==> config.mk <==
export PLATFORM = sky130hd
export DESIGN_NAME = rmq_isqrt
export DESIGN_NICKNAME = d
export VERILOG_FILES = /design/src/rmq_isqrt.sv
export SDC_FILE = /design/constraint.sdc
export NUM_CORES = 1
export LEC_CHECK = 0
export BUFFER_PORTS_ARGS = -buffer_cell sky130_fd_sc_hd__buf_2
export CORE_ASPECT_RATIO = 1.4
export CORE_MARGIN = 3
export CORE_UTILIZATION = 45
export DETAILED_ROUTE_END_ITERATION = 10
export GPL_TIMING_DRIVEN = 0
export PLACE_DENSITY = 0.72
export SYNTH_ARGS = -nofsm -noshare
export SYNTH_HDL_FRONTEND = slang
export SYNTH_SLANG_ARGS = --single-unit
==> constraint.sdc <==
create_clock -name clk -period 3.1 [get_ports clk]
set_input_delay 0.155 -clock clk [delete_from_list [all_inputs] [get_ports clk]]
set_output_delay 0.155 -clock clk [all_outputs]
set_load 0.02 [all_outputs]
==> src/rmq_isqrt.sv <==
// pipelined integer square root, one root bit per stage, with sideband
// depends on nothing but its parameters
`timescale 1ns / 1ps

module rmq_isqrt #(
    parameter int IN_W   = 32,
    parameter int SIDE_W = 8
) (
    input  logic              clk,
    input  logic              rst_n,
    input  logic              ce,
    input  logic              in_valid,
    input  logic [IN_W-1:0]   radicand,
    input  logic [SIDE_W-1:0] in_side,
    output logic              out_valid,
    output logic [IN_W/2-1:0] root,
    output logic [SIDE_W-1:0] out_side
);

    localparam int SW = IN_W / 2;

    logic [SW+1:0]     rem_reg  [SW];
    logic [SW+1:0]     rem_next [SW];
    logic [SW-1:0]     root_reg [SW];
    logic [SW-1:0]     root_next[SW];
    logic [IN_W-1:0]   v_reg    [SW];
    logic [IN_W-1:0]   v_next   [SW];
    logic [SIDE_W-1:0] side_reg [SW];
    logic [SW-1:0]     vld_reg;

    for (genvar t = 0; t < SW; t++) begin : g_stage
        logic [SW+1:0]   rem_in;
        logic [SW-1:0]   root_in;
        logic [IN_W-1:0] v_in;
        logic [SW+1:0]   rem_sh;
        logic [SW+1:0]   trial;

        if (t == 0) begin : g_first
            assign rem_in  = '0;
            assign root_in = '0;
            assign v_in    = radicand;
        end
        else begin : g_rest
            assign rem_in  = rem_reg[t-1];
            assign root_in = root_reg[t-1];
            assign v_in    = v_reg[t-1];
        end

        always_comb
        begin
            rem_sh = {rem_in[SW-1:0], v_in[IN_W-1 -: 2]};
            trial  = {root_in, 2'b01};
            v_next[t] = v_in << 2;
            if (rem_sh >= trial)
            begin
                rem_next[t]  = rem_sh - trial;
                root_next[t] = {root_in[SW-2:0], 1'b1};
            end
            else
            begin
                rem_next[t]  = rem_sh;
                root_next[t] = {root_in[SW-2:0], 1'b0};
            end
        end

        always_ff @(posedge clk or negedge rst_n)
        begin
            if (!rst_n)
                vld_reg[t] <= 1'b0;
            else if (ce)
                vld_reg[t] <= (t == 0) ? in_valid : vld_reg[(t == 0) ? 0 : t-1];
        end

        always_ff @(posedge clk)
        begin
            if (ce)
            begin
                rem_reg[t]  <= rem_next[t];
                root_reg[t] <= root_next[t];
                v_reg[t]    <= v_next[t];
                side_reg[t] <= (t == 0) ? in_side : side_reg[(t == 0) ? 0 : t-1];
            end
        end
    end

    assign out_valid = vld_reg[SW-1];
    assign root      = root_reg[SW-1];
    assign out_side  = side_reg[SW-1];

endmodule

==> run metrics, run 1 <==
Final min period=3.036 ns; combinational share of power=between 10% and 20%; status=finished, final reports clean; largest net degree at the start of global routing=~140; highest ir drop seen on vdd=approximately 510 uV; Die Ht=between 300 and 400 um; DR DRC count=0; warnings from Yosys=0; Cells after DPL=between 3000 and 4000; worst min path class=in2reg; post-DR wirelength/cell=about 16 um; core area=70360 sq um; final setup violation count=0; Max Freq=329.4 MHz; Pwr Density=695.7 nW/um^2; most common cell after layout, fill and taps aside=edfxtp_1; PortBufs=a little under 70; post-DP HPWL=between 30000 and 40000 um; Fin Hold WS=~0.11 ns; part of the power in registers=51.0%; max_cap viols=0; Startpoint Class=register; vias in the first global route=approximately 19000; CTS HTree Levels=3; synthesized area per cell=between 10 and 15 sq um; Place WS=-0.2639 ns; I/O Pins=between 60 and 70; slew margin rel.=roughly a quarter; final worst path period share=97.93%; Global Route Usage Sum=14.88%; worst-case clock skew=just over 0.02 ns; sequential-to-total area share from yosys stat=~70%; antenna violations before repair=0; Worst Path Required=3.44 ns; Nets=2613; sw frac=between 20 and 25%; Clock Pin Slew Worst Setup and Hold Paths=roughly 0.06 ns; Register-to-Register Path Depth=10; Vias per Instance=approximately 5.2; share of cells above drive strength 1=a little under an eighth; critical path startpoint=rem_reg[1][72]; clock latency on the worst-skew pair=0.61 ns; post-synth design cell area=around 32000 sq um; final hold vios=0; CTS tree=yes; non-filler cells, final=around 3400; max reg flops=240; Int Power=~19 mW; Netlist cell types=81; most frequent cells in the layout=edfxtp_1 (728), inv_1 (170), ha_1 (152); Post-Syn Nets=roughly 2400; Primary FF master, synth=edfxtp_1; Starting Density=between 40% and 50%; post-synthesis async set-or-reset flop share=2.151%; Clock Power Share=34.1%; RSZ-0062 raised after global routing=false; final setup margin=around 0.064 ns; final WL=55760 um; Post-DRT Antenna Nets=0; total CTS buffers=73; initial DRC count=between 1000 and 1500; Fillers=~5700; first-pass GRT wire length=88920 um; root buffer cell=clkbuf_16; row count=~120; WS Path Type=reg2reg; Yosys reg bits=~740; cells after synthesis=between 2000 and 2500; GR Overflow Total=0; CP max FO=10; Worst Setup End Kind=register; Area Growth Syn to Fin=14.12%; crit path DAT=about 3.4 ns; Slew @ Worst Pin=1.112 ns; n_diodes=0; Lkg Pwr=between 10 and 15 nW; Max Slew Vio Count=0; RR Startpoint=rem_reg[1][72]; Critical Path Sink=rem_reg[1][103]; DR vias=roughly 18000; DIE AREA=74350 sq um; Critical R2R Capture=rem_reg[1][103]; Finished Core Util=approximately 52%; R2R setup slack=0.06 ns; GPL Wtd Cong=between 0.8 and 0.9; switching power=6.335 mW; Storage cell area=around 22000 sq um; multi-input logic area=slightly below 9000 sq um; drt first pass iters=5; Max Buffers Root-to-Sink=3; Post-synth EDFFs=between 700 and 800; CTS sink count=~740; overall die width=around 230 um
==> layer usage <==
layer | vias up | routed length (um) | share of wire (%) | track usage [%]
met1 | 8620 | 18700 | 34 | 13.48
met3 | 186 | 1966 | 3.5 | 2.729
met2 | 423 | 32110 | 58 | 30.13
met5 | - | 0 | 0 | 0
met4 | 0 | 2980 | 5.3 | 8.379
li1 | 8647 | - | - | -
==> cell type report <==
cell class                 instances  area share, %
buffer                            39         0.6171
clock buffer                      89          5.345
clock inverter                    42          1.155
inverter                         173          1.779
multi-input combinational       1267          24.31
sequential                       744          61.00
tap                              936          3.209
timing repair buffer             119          2.585
==> per-stage QoR <==
stage / setup TNS, ns / instance area, sq um / power [mW]
after floorplan: 0 / 31980 / 15.62
after global placement: -6439.75 / 33490 / 16.88
after detailed placement: -1.916 / 33640 / 16.85
after CTS: 0 / 36460 / 25.66
after global routing: 0 / 36500 / 26.57
final: 0 / 36500 / 25.39
==> worst max-delay path, cell delays in order (launching register included) <==
cell	delay, ns
edfxtp_1	0.39
ha_1	0.40
nor2b_1	0.19
o31a_1	0.29
o31ai_1	0.36
a21oi_1	0.12
a211o_1	0.27
clkbuf_1	0.24
buf_2	0.29
nor2_1	0.16
a31oi_1	0.07
==> synth_stat cells (all sizes together) (4+ instances only) <==
library cell / number / share of area (%)
o21ai: 112 / 1.8
a21o: 34 / 0.80
nand2: 109 / 1.3
and3: 9 / 0.18
and2: 10 / 0.20
a211o: 4 / 0.11
o41ai: 4 / 0.11
a211oi: 10 / 0.28
dfrtp: 16 / 1.3
nand4: 18 / 0.35
o31ai: 10 / 0.23
or2: 9 / 0.18
buf: 28 / 0.54
edfxtp: 728 / 68
mux2: 44 / 1.6
xnor2: 84 / 2.3
nand2b: 27 / 0.53
or3: 25 / 0.49
nor2b: 21 / 0.41
o21bai: 7 / 0.16
nor2: 143 / 1.7
nor4b: 5 / 0.14
ha: 152 / 5.9
o211ai: 9 / 0.23
nor3: 52 / 0.83
xor2: 78 / 2.1
a21oi: 137 / 2.2
o31a: 5 / 0.14
nor4: 18 / 0.37
inv: 172 / 2.0
clkbuf: 11 / 0.13
nand3: 33 / 0.53
a41oi: 4 / 0.11
or4: 9 / 0.22
nand3b: 8 / 0.20
a31oi: 13 / 0.30
o21a: 29 / 0.68
==> power by group through the flow <==
stage          clock, mW  sequential, mW  combinational (mW)
6_report            8.66            12.9                3.79
5_1_grt             9.33            13.0                4.20
4_1_cts             8.94            12.9                3.78
3_5_place_dp           0            13.2                3.70
3_3_place_gp           0            13.3                3.57
2_1_floorplan          0            13.0                2.63
==> worst min path at each step <==
stage / endpoint / slack [ns] / from / cells after the start
floorplan: out_valid / -0.14 / rst_n / 0
global placement: out_valid / 0.07 / rst_n / 1
detailed placement: vld_reg[0] / 0.07 / rst_n / 1
CTS: side_reg[0][0] / 0.13 / ce / 1
global route: side_reg[0][0] / 0.13 / ce / 1
finish: side_reg[0][0] / 0.11 / ce / 1
==> kinds of logic after synthesis <==
kind of cell	Yosys count	share of synthesized area [%]
XOR/XNOR	162	4.460
flip-flops	744	69.61
buffers and inverters	212	2.703
adder cells (fa/ha/maj)	152	5.947
AND/OR/NAND/NOR	503	7.813
other	1	0.01173
multiplexers	47	1.667
AO/OA/AOI/OAI	402	7.790
==> repair_timing <==
| action | 4_1_cts | 5_1_grt |
|---|---|---|
| setup buffers | 0 | 2 |
| setup endpoints to repair | 11 | 31 |
| resized for setup | 4 | 6 |
| pin swaps | 0 | 1 |
| hold endpoints to repair | 58 | 0 |
| hold buffers | 44 | 0 |
No activity file was read; power rests on OpenSTA's default activity.
==> run 2: changes to the inputs <==
--- a/config.mk
+++ b/config.mk
@@ -5,8 +5,9 @@
 export SDC_FILE = /design/constraint.sdc
 export NUM_CORES = 1
 export LEC_CHECK = 0
+export ABC_AREA = 1
 export BUFFER_PORTS_ARGS = -buffer_cell sky130_fd_sc_hd__buf_2
-export CORE_ASPECT_RATIO = 1.4
+export CORE_ASPECT_RATIO = 0.8
 export CORE_MARGIN = 3
 export CORE_UTILIZATION = 45
 export DETAILED_ROUTE_END_ITERATION = 10
==> run 2 against run 1 <==
Against the previous run: fmax is 23% higher; largest cell class unchanged; combinational power is 15% higher; sequential power hardly changed; sequential cell count stayed put; hold slack better by 0.13 ns; via count is 29% higher; setup slack better by 0.57 ns; highest routed layer unchanged; global-route usage is 1.7 points higher; routed wire length is 22% higher; first-iteration DRC count is 80% higher; total power is 2.9% higher.
==> run metrics, run 2 <==
largest net degree at the start of global routing=137 (+1.5%); cells after synthesis=3433 (+54%); root buffer cell=clkbuf_16; DR DRC count=0 (unchanged); drt first pass iters=5 (unchanged); Slew @ Worst Pin=0.6943 ns (-0.4180 ns); Yosys reg bits=744 (unchanged); clock latency on the worst-skew pair=0.63 ns (+0.02 ns); Worst Setup End Kind=register; post-synth design cell area=35680 sq um (+12%); max reg flops=240 (unchanged); critical path, cell by cell=dlygate4sd3_1 -> buf_8 -> buf_16 -> buf_16 -> buf_16; final setup violation count=0 (unchanged); Post-Syn Nets=3629 (+50%); overall die width=320.8 um (+39%); DR vias=23020 (+29%); status=finished, final reports clean; Area Growth Syn to Fin=13.28%; Setup Fix Bufs, Post-CTS=0 (unchanged); worst min path class=in2reg; most common cell in the synthesized netlist=nand2_1; CP max FO=118 (+108); Worst Path Required=3.35 ns (-0.09 ns); Nets=3825 (+46%); crit-path leading delay family=buffers and inverters; Max Slew Vio Count=0 (unchanged); Pwr Density=646.6 nW/um^2 (-7.1%); final hold vios=0 (unchanged); Max Buffers Root-to-Sink=3 (unchanged); Post-DRT Antenna Nets=0 (unchanged); most frequent cells in the layout=nand2_1 (986), edfxtp_1 (728), inv_1 (561); most common cell after layout, fill and taps aside=nand2_1; Finished Cell Area=40420 sq um (+11%); Startpoint Class=input port; Lkg Pwr=17.78 nW (+28%); Final min period=2.462 ns (-0.5736 ns); highest ir drop seen on vdd=629.4 uV (+23%); worst-case clock skew=0.02271 ns (+0.002314 ns); initial DRC count=1801 (+80%); GPL Wtd Cong=0.8957 (+0.78%); CTS sink count=744 (unchanged); crit path DAT=2.71 ns (-0.67 ns); Place WS=0.5625 ns (+0.8264 ns); Vias per Instance=4.884 (-6.9%); vias in the first global route=21730 (+17%); slowest stage delay, CP=0.56 ns (+0.16 ns); Starting Density=45.88% (+0.43 points); final WL=67950 um (+22%); Fin Hold WS=0.2395 ns (+0.1344 ns); I/O Pins=69 (unchanged); Global Route Usage Sum=16.59% (+1.7 points); CP max-delay cell=dlygate4sd3_1; ranking of synthesized cells by area=edfxtp_1 (61%), nand2_1 (10%), inv_1 (5.9%); PortBufs=68 (unchanged); post-DP HPWL=48830 um (+26%); CP most frequent cell=buf_16; area post-placement=37470 sq um (+11%); RSZ-0062 raised after global routing=false; final worst path period share=79.43% (-19 points); max_cap viols=0 (unchanged); sequential-to-total area share from yosys stat=62.39% (-7.2 points); first-pass GRT wire length=111000 um (+25%); warnings from Yosys=0 (unchanged); Post-synth EDFFs=728 (unchanged); top post-synthesis cells by count=nand2_1 (986), edfxtp_1 (728), inv_1 (561); n_diodes=0 (unchanged); dominant cell type by area after synthesis=edfxtp_1; total CTS buffers=75 (+2.7%); Max Freq=406.1 MHz (+23%); Critical path buffers and inverters=5 (+3); Primary FF master, synth=edfxtp_1; Netlist cell types=48 (-41%); PostCTS Resize Cnt=0 (-4); Fillers=6825 (+19%); post-synthesis async set-or-reset flop share=2.151% (unchanged); CTS tree=yes; DIE AREA=82720 sq um (+11%); share of cells above drive strength 1=9.347% (-2.1 points); WS Path Type=in2reg; antenna violations before repair=0 (unchanged); post-DR wirelength/cell=14.41 um (-12%); Synth top area share=61.27% (-7.1 points); setup TNS=0 ns (unchanged); CTS HTree Levels=3 (unchanged); row count=91 (-21%); Clock Pin Slew Worst Setup and Hold Paths=0.06 ns (about the same); synthesized area per cell=10.39 sq um (-28%); Power Total=26.13 mW (+2.9%); Die Ht=257.9 um (-20%); slew margin rel.=53.56% (+29 points); final setup margin=0.6377 ns (+0.5736 ns); GR Overflow Total=0 (unchanged); core area=77770 sq um (+11%)
-- run 2: cell count changes after synthesis, sizes merged, moves of 37 or more --
| cell | change |
|---|---|
| nand2 | +902 |
| inv | +416 |
| nand3 | +192 |
| nor2 | +91 |
| xnor2 | -59 |
| mux2 | -44 |
| nand4 | +37 |
-- run 2: report_power, final --
part           switching, mW  internal [mW]  total [mW]
combinational           2.82           1.52        4.34
clock                   3.79           5.28        9.06
sequential             0.490           12.2        12.7
total                   7.09           19.0        26.1
-- run 2: metrics by stage --
stage               util [%]  std cells
floorplan                  -       3433
global placement       47.96       4524
detailed placement     48.19       4530
CTS                    51.98       4714
global route           51.98       4714
finish                 51.98       4714
-- run 2: final timing paths --
check	startpoint	to	slack [ns]	depth (start not counted)
max	ce	rem_reg[0][134]	0.64	5
max reg2reg	rem_reg[1][25]	rem_reg[1][43]	0.77	11
min reg2reg	v_reg[0][170]	v_reg[0][202]	0.40	0
max in group asynchronous	rst_n	vld_reg[5]	2.02	3
min	radicand[17]	v_reg[0][17]	0.24	2
min in group asynchronous	rst_n	vld_reg[8]	0.64	3
-- run 2: cell type report --
class	count	area (sq um)	share of cell area, %
well taps	1023	1280	3.167
clock buffers	89	1929	4.773
inverters	590	2222	5.498
multi-input cells	2065	10900	26.97
plain buffers	34	295.3	0.7306
flip-flops and latches	744	22260	55.08
repair buffers	119	965.9	2.390
clock inverters	50	564.3	1.396
-- run 2: worst reg2reg max path: cells and delay by family (launching register included) --
kind | cells | cell delay, ns
adder cells (fa/ha/maj) | 1 | 0.45
AND/OR/NAND/NOR | 8 | 0.91
flip-flops | 1 | 0.48
buffers and inverters | 2 | 0.21
-- run 2: logic make-up after synthesis --
family	Yosys count	share of synthesized area [%]
simple gates	1613	19.64
flops	744	62.39
buf+inv	624	7.056
compound gates	214	3.482
fa+ha+maj	152	5.330
xor+xnor	85	2.087
other cells	1	0.01051
-- run 2: routing by layer --
| layer | global-route usage, % | vias to the layer above | part of all wire [%] |
|---|---|---|---|
| met2 | 24.29 | 533 | 42 |
| met5 | 0 | - | 0 |
| met4 | 4.272 | 0 | 1.9 |
| li1 | - | 11730 | - |
| met1 | 25.68 | 10680 | 50 |
| met3 | 2.703 | 78 | 5.9 |
-- run 2: timing repair --
item,4_1_cts,5_1_grt
hold buffers,45,0
setup endpoints to repair,0,0
endpoints found under the hold margin,120,0
